### src/rtl/sfcd_pkg.sv
package sfcd_pkg;

    localparam logic [7:0] SFCD_CRC_POLY = 8'h31;
    localparam logic [7:0] SFCD_CRC_INIT = 8'hFF;

    localparam logic [2:0] POS_TMSB = 3'd0;
    localparam logic [2:0] POS_TLSB = 3'd1;
    localparam logic [2:0] POS_TCRC = 3'd2;
    localparam logic [2:0] POS_HMSB = 3'd3;
    localparam logic [2:0] POS_HLSB = 3'd4;
    localparam logic [2:0] POS_HCRC = 3'd5;

    localparam logic [1:0] ST_OK        = 2'd0;
    localparam logic [1:0] ST_TEMP_FAIL = 2'd1;
    localparam logic [1:0] ST_HUM_FAIL  = 2'd2;

    localparam logic [30:0] SFCD_TEMP_SCALE  = 31'd17500;
    localparam logic [29:0] SFCD_HUM_SCALE   = 30'd10000;
    localparam logic [15:0] SFCD_TEMP_OFFSET = 16'd4500;

    localparam int SFCD_QUEUE_DEPTH = 2;

    typedef struct packed {
        logic [15:0] temp_word;
        logic [15:0] humid_word;
        logic [1:0]  status;
    } t_frame;

    function automatic logic [7:0] sfcd_crc8(input logic [7:0] crc, input logic [7:0] b);
        logic [7:0] c;
        c = crc ^ b;
        for (int k = 0; k < 8; k++) begin
            c = c[7] ? ((c << 1) ^ SFCD_CRC_POLY) : (c << 1);
        end
        return c;
    endfunction

    // The true quotient is either p >> 16 or one more, so a single remainder check decides.
    function automatic logic [14:0] sfcd_div65535(input logic [30:0] p);
        logic [14:0] q0;
        logic [16:0] rem;
        q0  = p[30:16];
        rem = {1'b0, p[15:0]} + {2'b00, q0};
        return (rem >= 17'd65535) ? q0 + 15'd1 : q0;
    endfunction

endpackage

### src/rtl/sfcd_front.sv
module sfcd_front import sfcd_pkg::*; (
    input  logic       i_clk,
    input  logic       i_rst_n,
    input  logic       i_valid,
    output logic       o_ready,
    input  logic [7:0] i_rx_byte,
    input  logic       i_frame_start,
    output logic       o_push,
    output t_frame     o_frame,
    input  logic       i_full
);

    logic [2:0]  r_pos, n_pos;
    logic [7:0]  r_crc, n_crc;
    logic [15:0] r_temp, n_temp;
    logic [15:0] r_humid, n_humid;
    logic        r_temp_ok, n_temp_ok;
    logic [2:0]  w_pos;
    logic        w_accept;
    logic        w_humid_ok;

    assign o_ready    = !i_full;
    assign w_accept   = i_valid && o_ready;
    assign w_pos      = (i_frame_start || r_pos > POS_HCRC) ? POS_TMSB : r_pos;
    assign w_humid_ok = (r_crc == i_rx_byte);

    always_comb begin
        n_pos     = r_pos;
        n_crc     = r_crc;
        n_temp    = r_temp;
        n_humid   = r_humid;
        n_temp_ok = r_temp_ok;
        if (w_accept) begin
            n_pos = (w_pos == POS_HCRC) ? POS_TMSB : w_pos + 3'd1;
            unique case (w_pos)
                POS_TMSB: begin
                    n_crc  = sfcd_crc8(SFCD_CRC_INIT, i_rx_byte);
                    n_temp = {i_rx_byte, r_temp[7:0]};
                end
                POS_TLSB: begin
                    n_crc  = sfcd_crc8(r_crc, i_rx_byte);
                    n_temp = {r_temp[15:8], i_rx_byte};
                end
                POS_TCRC: begin
                    n_temp_ok = (r_crc == i_rx_byte);
                    n_crc     = SFCD_CRC_INIT;
                end
                POS_HMSB: begin
                    n_crc   = sfcd_crc8(SFCD_CRC_INIT, i_rx_byte);
                    n_humid = {i_rx_byte, r_humid[7:0]};
                end
                POS_HLSB: begin
                    n_crc   = sfcd_crc8(r_crc, i_rx_byte);
                    n_humid = {r_humid[15:8], i_rx_byte};
                end
                default: begin
                    n_crc = SFCD_CRC_INIT;
                end
            endcase
        end
    end

    always_comb begin
        o_push             = w_accept && (w_pos == POS_HCRC);
        o_frame.temp_word  = r_temp;
        o_frame.humid_word = r_humid;
        priority if (!r_temp_ok) begin
            o_frame.status = ST_TEMP_FAIL;
        end else if (!w_humid_ok) begin
            o_frame.status = ST_HUM_FAIL;
        end else begin
            o_frame.status = ST_OK;
        end
    end

    always_ff @(posedge i_clk) begin
        if (!i_rst_n) begin
            r_pos     <= POS_TMSB;
            r_crc     <= SFCD_CRC_INIT;
            r_temp_ok <= 1'b0;
        end else begin
            r_pos     <= n_pos;
            r_crc     <= n_crc;
            r_temp_ok <= n_temp_ok;
        end
    end

    always_ff @(posedge i_clk) begin
        r_temp  <= n_temp;
        r_humid <= n_humid;
    end

    a_pos_range: assert property (@(posedge i_clk) disable iff (!i_rst_n)
        r_pos <= POS_HCRC)
        else $error("byte position out of frame");

endmodule

### src/rtl/sfcd_fifo.sv
module sfcd_fifo import sfcd_pkg::*; #(
    parameter int P_DEPTH = SFCD_QUEUE_DEPTH
) (
    input  logic   i_clk,
    input  logic   i_rst_n,
    input  logic   i_push,
    input  t_frame i_data,
    output logic   o_full,
    input  logic   i_pop,
    output t_frame o_data,
    output logic   o_empty
);

    localparam int AW = $clog2(P_DEPTH);
    localparam int CW = $clog2(P_DEPTH + 1);

    t_frame          r_mem [P_DEPTH];
    logic [AW-1:0]   r_wr_ptr, n_wr_ptr;
    logic [AW-1:0]   r_rd_ptr, n_rd_ptr;
    logic [CW-1:0]   r_count, n_count;
    logic            w_push, w_pop;

    assign o_full  = (r_count == CW'(P_DEPTH));
    assign o_empty = (r_count == '0);
    assign o_data  = r_mem[r_rd_ptr];
    assign w_push  = i_push && !o_full;
    assign w_pop   = i_pop && !o_empty;

    always_comb begin
        n_wr_ptr = r_wr_ptr;
        n_rd_ptr = r_rd_ptr;
        n_count  = r_count;
        if (w_push) begin
            n_wr_ptr = (r_wr_ptr == AW'(P_DEPTH - 1)) ? '0 : r_wr_ptr + AW'(1);
        end
        if (w_pop) begin
            n_rd_ptr = (r_rd_ptr == AW'(P_DEPTH - 1)) ? '0 : r_rd_ptr + AW'(1);
        end
        if (w_push && !w_pop) begin
            n_count = r_count + CW'(1);
        end else if (w_pop && !w_push) begin
            n_count = r_count - CW'(1);
        end
    end

    always_ff @(posedge i_clk) begin
        if (!i_rst_n) begin
            r_wr_ptr <= '0;
            r_rd_ptr <= '0;
            r_count  <= '0;
        end else begin
            r_wr_ptr <= n_wr_ptr;
            r_rd_ptr <= n_rd_ptr;
            r_count  <= n_count;
        end
    end

    always_ff @(posedge i_clk) begin
        if (w_push) begin
            r_mem[r_wr_ptr] <= i_data;
        end
    end

    a_count_bound: assert property (@(posedge i_clk) disable iff (!i_rst_n)
        r_count <= CW'(P_DEPTH))
        else $error("queue count above depth");

    a_count_step: assert property (@(posedge i_clk) disable iff (!i_rst_n)
        (w_push && !w_pop) |=> (r_count == $past(r_count) + CW'(1)))
        else $error("queue count missed a push");

endmodule

### src/rtl/sfcd_back.sv
module sfcd_back import sfcd_pkg::*; (
    input  logic               i_clk,
    input  logic               i_rst_n,
    input  logic               i_valid,
    output logic               o_ready,
    input  t_frame             i_frame,
    output logic               o_valid,
    input  logic               i_ready,
    output logic signed [14:0] o_temperature_centideg,
    output logic [13:0]        o_humidity_centipct,
    output logic [1:0]         o_status
);

    logic               r_s1_valid;
    logic [30:0]        r_s1_tprod;
    logic [29:0]        r_s1_hprod;
    logic [1:0]         r_s1_status;
    logic               r_out_valid;
    logic signed [14:0] r_out_temp;
    logic [13:0]        r_out_hum;
    logic [1:0]         r_out_status;
    logic               w_s2_ready;
    logic [14:0]        w_tq;
    logic [14:0]        w_hq;
    logic [15:0]        w_tc;

    assign w_s2_ready = !r_out_valid || i_ready;
    assign o_ready    = !r_s1_valid || w_s2_ready;

    assign w_tq = sfcd_div65535(r_s1_tprod);
    assign w_hq = sfcd_div65535({1'b0, r_s1_hprod});
    assign w_tc = {1'b0, w_tq} - SFCD_TEMP_OFFSET;

    always_ff @(posedge i_clk) begin
        if (!i_rst_n) begin
            r_s1_valid  <= 1'b0;
            r_out_valid <= 1'b0;
        end else begin
            if (o_ready) begin
                r_s1_valid <= i_valid;
            end
            if (w_s2_ready) begin
                r_out_valid <= r_s1_valid;
            end
        end
    end

    always_ff @(posedge i_clk) begin
        if (o_ready && i_valid) begin
            r_s1_tprod  <= SFCD_TEMP_SCALE * {15'd0, i_frame.temp_word};
            r_s1_hprod  <= SFCD_HUM_SCALE * {14'd0, i_frame.humid_word};
            r_s1_status <= i_frame.status;
        end
        if (w_s2_ready && r_s1_valid) begin
            r_out_status <= r_s1_status;
            if (r_s1_status == ST_OK) begin
                r_out_temp <= $signed(w_tc[14:0]);
                r_out_hum  <= w_hq[13:0];
            end else begin
                r_out_temp <= '0;
                r_out_hum  <= '0;
            end
        end
    end

    assign o_valid                = r_out_valid;
    assign o_temperature_centideg = r_out_temp;
    assign o_humidity_centipct    = r_out_hum;
    assign o_status               = r_out_status;

    a_fail_zero: assert property (@(posedge i_clk) disable iff (!i_rst_n)
        (r_out_valid && r_out_status != ST_OK) |-> (r_out_temp == '0 && r_out_hum == '0))
        else $error("failed frame carries nonzero values");

endmodule

### src/rtl/sensor_frame_crc_decoder_unit.sv
// Temperature and humidity frame decoder.
// Input channel (i_valid/o_ready): one received byte per beat, i_frame_start marks the
// first byte of a frame and restarts the byte position. A frame is six bytes: temperature
// word, its CRC-8, humidity word, its CRC-8, words sent MSB first.
// Output channel (o_valid/i_ready): one beat per complete frame with temperature in
// hundredths of a degree, humidity in hundredths of a percent and a status code.
// On a check failure both values are zero; a temperature failure takes precedence.
// Throughput is one byte per cycle while o_ready is high; the front end's CRC update is
// combinational. The sixth byte writes the frame into the queue; the scaling products
// are then registered, and the corrected quotients go into the output register.
// A queue between the front end and the scaling pipeline lets bytes keep flowing while a
// result waits; when the receiver stalls long enough for the queue to fill, o_ready drops.
// Reset clears the byte position, the queue and all valid flags; no frame is in flight.
module sensor_frame_crc_decoder_unit import sfcd_pkg::*; #(
    parameter int P_QUEUE_DEPTH = SFCD_QUEUE_DEPTH
) (
    input  logic               i_clk,
    input  logic               i_rst_n,
    input  logic               i_valid,
    output logic               o_ready,
    input  logic [7:0]         i_rx_byte,
    input  logic               i_frame_start,
    output logic               o_valid,
    input  logic               i_ready,
    output logic signed [14:0] o_temperature_centideg,
    output logic [13:0]        o_humidity_centipct,
    output logic [1:0]         o_status
);

    logic   w_push;
    logic   w_full;
    logic   w_empty;
    logic   w_pop;
    t_frame w_push_frame;
    t_frame w_pop_frame;

    sfcd_front u_front (
        .i_clk         (i_clk),
        .i_rst_n       (i_rst_n),
        .i_valid       (i_valid),
        .o_ready       (o_ready),
        .i_rx_byte     (i_rx_byte),
        .i_frame_start (i_frame_start),
        .o_push        (w_push),
        .o_frame       (w_push_frame),
        .i_full        (w_full)
    );

    sfcd_fifo #(
        .P_DEPTH (P_QUEUE_DEPTH)
    ) u_fifo (
        .i_clk   (i_clk),
        .i_rst_n (i_rst_n),
        .i_push  (w_push),
        .i_data  (w_push_frame),
        .o_full  (w_full),
        .i_pop   (w_pop),
        .o_data  (w_pop_frame),
        .o_empty (w_empty)
    );

    sfcd_back u_back (
        .i_clk                  (i_clk),
        .i_rst_n                (i_rst_n),
        .i_valid                (!w_empty),
        .o_ready                (w_pop),
        .i_frame                (w_pop_frame),
        .o_valid                (o_valid),
        .i_ready                (i_ready),
        .o_temperature_centideg (o_temperature_centideg),
        .o_humidity_centipct    (o_humidity_centipct),
        .o_status               (o_status)
    );

endmodule

### config.mk
export PLATFORM = sky130hd
export DESIGN_NAME = sensor_frame_crc_decoder_unit
export DESIGN_NICKNAME = d
export VERILOG_FILES = /design/src/rtl/sfcd_pkg.sv /design/src/rtl/sfcd_front.sv /design/src/rtl/sfcd_fifo.sv /design/src/rtl/sfcd_back.sv /design/src/rtl/sensor_frame_crc_decoder_unit.sv
export SDC_FILE = /design/constraint.sdc
export NUM_CORES = 1
export LEC_CHECK = 0
export ABC_AREA = 1
export BUFFER_PORTS_ARGS = -buffer_cell sky130_fd_sc_hd__buf_2
export CAP_MARGIN = 20
export CORE_UTILIZATION = 25
export CTS_BUF_LIST = sky130_fd_sc_hd__clkbuf_4 sky130_fd_sc_hd__clkbuf_8
export CTS_CLUSTER_SIZE = 14
export DETAILED_ROUTE_END_ITERATION = 7
export GPL_TIMING_DRIVEN = 1
export SLEW_MARGIN = 10
export SYNTH_ARGS = -nofsm -noshare
export SYNTH_HDL_FRONTEND = slang
export SYNTH_SLANG_ARGS = --single-unit
### constraint.sdc
create_clock -name i_clk -period 13.04 [get_ports i_clk]
set_input_delay 2.608 -clock i_clk [delete_from_list [all_inputs] [get_ports i_clk]]
set_output_delay 2.608 -clock i_clk [all_outputs]
set_load 0.1 [all_outputs]
# After elaboration in Yosys (flattened, before gate mapping)
# Memories as Yosys holds them, arrays and structs flattened. A register that Yosys moved wholly into a read port is not among the register bits.
# Index checks and enable logic that the tools add are counted.
# totals
ram_bits,68
mem_count,1
register_bits,138
wordCells,123
# mem_list
name,depth,word_bits,rd,rd_ports_with_merged_regs,wr,line,text
u_fifo.r_mem,2,34,1,1,1,sfcd_fifo.sv:17,t_frame r_mem [P_DEPTH];
# op_classes
magnitude_cmp,3
add_sub_neg,10
mul,2
n_mux,33
n_eq_ne,7
n_reduce_logical,27
bitwise,22
# op_table
operator,count
6-bit 2-to-1 mux,16
16-bit case mux with 2 select lines,2
3-bit NOT,16
17-bit by 16-bit greater-or-equal comparator with 1-bit output (second input constant),2
13-bit by 16-bit multiplier with 29-bit output (first input constant),1
10-bit by 16-bit multiplier with 26-bit output (first input constant),1
16-bit by 14-bit adder with 17-bit output,1
16-bit by 15-bit adder with 17-bit output,1
8-bit case mux with 2 select lines,1
15-bit by 1-bit adder with 15-bit output (second input constant),1
15-bit 2-to-1 mux,1
15-bit by 13-bit subtractor with 15-bit output (second input constant),1
14-bit by 1-bit adder with 14-bit output (second input constant),1
14-bit 2-to-1 mux,1
3-bit AND reduction,4
8-bit equality test,1
2-bit 2-to-1 mux,4
8-bit NOT,1
8-bit XOR,1
1-bit logical AND,7
3-bit by 2-bit equality test with 1-bit output (second input constant),2
3-bit equality test (second input constant),2
1-bit logical NOT,6
1-bit 2-to-1 mux,6
other kinds (15),24

# Longest topological paths before layout
# logic_depth
depth_word,18
depth_mapped,28
ltp_nobuf,27

# Hierarchy
# A second synthesis with hierarchy kept.
# unflattened
hier_cells,1791
area_unflattened_um2,16584.7
# modules_own_cells
mod,instances,area_per_inst_um2,cells_each
sfcd_back,1,11275.8,1339
sfcd_fifo,1,2854.0,144
sfcd_front,1,2451.1,307
sensor_frame_crc_decoder_unit,1,3.8,1

# Least setup slack after synthesis
# Ideal clock, no wire load.
# synth_timing
kind,register -> register
from,register with a tool-made name
to,"register u_back.r_s1_tprod[27], data pin"
path_stages_with_launch,24
period_less_slack_ps,5614
arrival_time_ps,5350
path_buffers,2
setup_slack_ps,7426
cell_sequence,dfxtp_1 clkbuf_1 buf_1 mux2_2 ha_1 inv_1 fa_1 inv_1 ha_1 fa_1 inv_1 fa_1 inv_1 ha_1 nand2_1 nor2_1 inv_1 nor3_1 a21oi_1 o21ai_0 a21oi_1 o21ai_0 a31oi_1 xor2_1
# synth_rtl
item,line,text
to (signal assigned),sfcd_back.sv:50,"r_s1_tprod <= SFCD_TEMP_SCALE * {15'd0, i_frame.temp_word};"
to (decl),sfcd_back.sv:15,logic [30:0] r_s1_tprod;

==> out/summary.txt <==
Worst Path Arrival - 6140 ps
fraction of registers with async set/reset - 0
antenna fix cells - 0
DP Wirelength - 26400 um
routed wire length - 32500 um
Synth Area in Compound Gates - 0.0642
grt ovf - 0
worst-path maximum fanout - 55
XOR/XNOR Fraction of Synth Area - 0.0508
max incr delay on CP - 590 ps
hold violation total from the final report - 0
# nets final - 2065
CTS-repair resized insts - 0
slowest library cell on the worst path - o21ai_0
post-route cell area - 0.0180 mm^2
cell count after synthesis - 1709
number of synthesized flops with an enable pin - 188
post-synthesis adder-cell area fraction - 0.255
Fmax - 0.171 GHz
Area growth, synth to finish - 12.2%
CP Capture Type - register
met2 wire len - 14600 um
DP Worst Slack - 7150 ps
# Post-CTS Setup Buffers - 0
first-pass GRT wire length - 54000 um
num rows - 92
non-filler instance count after layout - 2645
Die Y - 255 um
RePlAce Congestion - 0.874
Die X-Extent - 255 um
crit-path most repeated cell - inv_1
Final min period - 5860 ps
mean routed wirelength per cell - 12.3 um
CTS Sinks - 207
ranking of synthesized cells by area - edfxtp_1, ha_1, fa_1
Post-route DRC - 0
vias in the first global route - 11063
register area share after synthesis - 0.376
most frequent cell after synthesis - inv_1
post-synth top area cell - edfxtp_1
met3 wire len - 1110 um
setup tns final - 0 ps
worst setup path category - reg2reg
clock slew at reported path FFs - 60 ps
CORE AREA - 0.0632 mm^2
share of layout cells above drive strength 1 - 0.100
clock tree buffer depth - 3
post-synth top area share - 0.352
Synth Area per Inst - 9.37 um^2
Yosys warning count - 0
top cells by count, synth - inv_1, nand2_1, ha_1
cell depth of the worst flop-to-flop path - 26
max-cap viol count - 0
clock skew - 32.9 ps
area of placed instances - 0.0172 mm^2
Synth Flop Type - edfxtp_1
Total GRT Usage - 0.101
Slew @ Worst Pin - 964 ps
required time of the worst setup path - 13310 ps
Cell Area, Synth - 0.0160 mm^2
pin count of the biggest net entering global routing - 61
1st-iter DRT viols - 447
root buf cell - clkbuf_8
dpl cells - 2581
Slew Limit Headroom - 0.355
reg-to-reg setup timing slack - 7180 ps
clock latency on the worst-skew pair - 540 ps
post-synthesis cell type count - 50
Tcrit/Tclk final - 0.450
syn nets - 1999
Post-Route M1 WL - 16100 um
largest family of logic cells by synthesized area - adder cells
DRT Pass-1 Iters - 5
Post-CTS Hold Buffers - 0
CP endpoint - u_back.r_s1_hprod[29]$_DFFE_PP_
die area - 0.0651 mm^2
final worst slack - 7180 ps
post-route ant nets - 0
Buffers on Ports - 45
post-synthesis mux area share - 0.00914
r2r endpoint - u_back.r_s1_hprod[29]$_DFFE_PP_
hold path start - u_front.r_temp[9]$_DFFE_PP_
Num CTS Buffers - 37
final slew viol count - 0
Yosys reg bits - 207
Tightest Hold Check Type - reg2reg
TritonCTS clock tree - built
post-synthesis simple-gate area fraction - 0.152
CP Launch Type - register
Via Count - 10995
RSZ-0062 raised after global routing - no
Via density - 4.16
htree depth - 2
max layer used - met4
Final setup viols - 0
Starting Density - 0.253
initial antenna violation count - 0
status - complete, no violations
io pins - 46
registers in the layout, indices dropped and copies added, names as in the netlist, named ones only:
signal / count
u_front.r_temp: 16
u_fifo.r_count: 2
u_back.r_s1_status: 2
u_back.r_s1_hprod: 26
u_front.r_temp_ok: 1
u_back.r_s1_valid: 1
u_front.r_humid: 16
u_fifo.r_mem: 68
u_back.o_temperature_centideg: 15
u_back.o_status: 2
u_back.o_valid: 1
u_front.r_crc: 8
u_back.o_humidity_centipct: 14
u_fifo.r_wr_ptr: 1
u_front.r_pos: 3
u_fifo.r_rd_ptr: 1
u_back.r_s1_tprod: 29
cell families (layout without fill, tap and decap cells):
kind of cell    Yosys count  count (layout)
flops                   207             207
simple gates            541             541
buf+inv                 386             476
compound gates          192             192
mux                      13              13
xor+xnor                 93              93
fa+ha+maj               277             277
critical path, delay by kind of cell (launching register included):
kind	cells	cell delay (ps)
fa+ha+maj	6	2310
compound gates	8	1710
buf+inv	7	780
simple gates	4	320
flops	1	290
xor+xnor	1	140
layout by cell type, fill, tap and decap left out, types with 45 or more instances in the layout:
cell / Yosys / final
ha_1: 195 / 195
xor2_1: 55 / 55
inv_1: 355 / 354
nor2_1: 95 / 93
nand3_1: 69 / 69
fa_1: 82 / 82
edfxtp_1: 188 / 188
o21ai_0: 65 / 65
nand2_1: 292 / 292
a21oi_1: 96 / 95
buf_2: 3 / 45
through the flow:
stage / utilization / hold WS, ps
6_report: 0.284 / 441
5_1_grt: 0.284 / 457
4_1_cts: 0.284 / 445
3_5_place_dp: 0.273 / 431
3_3_place_gp: 0.273 / 430
2_1_floorplan: - / 421
final cells by class:
| class | instances | area (um^2) |
|---|---|---|
| clock buffer | 48 | 592 |
| clock inverter | 15 | 126 |
| fill | 6596 | 45200 |
| inverter | 363 | 1360 |
| multi-input combinational | 1116 | 8530 |
| sequential | 207 | 6030 |
| tap | 846 | 1060 |
| timing repair buffer | 50 | 275 |
how the worst min path moves through the flow:
stage | end | slack, ps | cells after the start
global route | u_fifo.r_mem[0][27]$_DFFE_PP_ | 460 | 0
floorplan | u_fifo.r_mem[0][10]$_DFFE_PP_ | 420 | 0
finish | u_fifo.r_mem[0][27]$_DFFE_PP_ | 440 | 0
CTS | u_fifo.r_mem[1][6]$_DFFE_PP_ | 450 | 0
detailed placement | u_fifo.r_mem[0][6]$_DFFE_PP_ | 430 | 0
global placement | u_fifo.r_mem[0][6]$_DFFE_PP_ | 430 | 0
metal layers:
| layer | vias to the layer above | global-route usage |
|---|---|---|
| met2 | 150 | 0.165 |
| met5 | - | 0 |
| met4 | 0 | 0.0291 |
| met1 | 5098 | 0.137 |
| li1 | 5685 | - |
| met3 | 62 | 0.0176 |
Power is left out: the tool's default activity adds up to more than one toggle a clock period on the data nets, which glitch-free logic cannot reach.
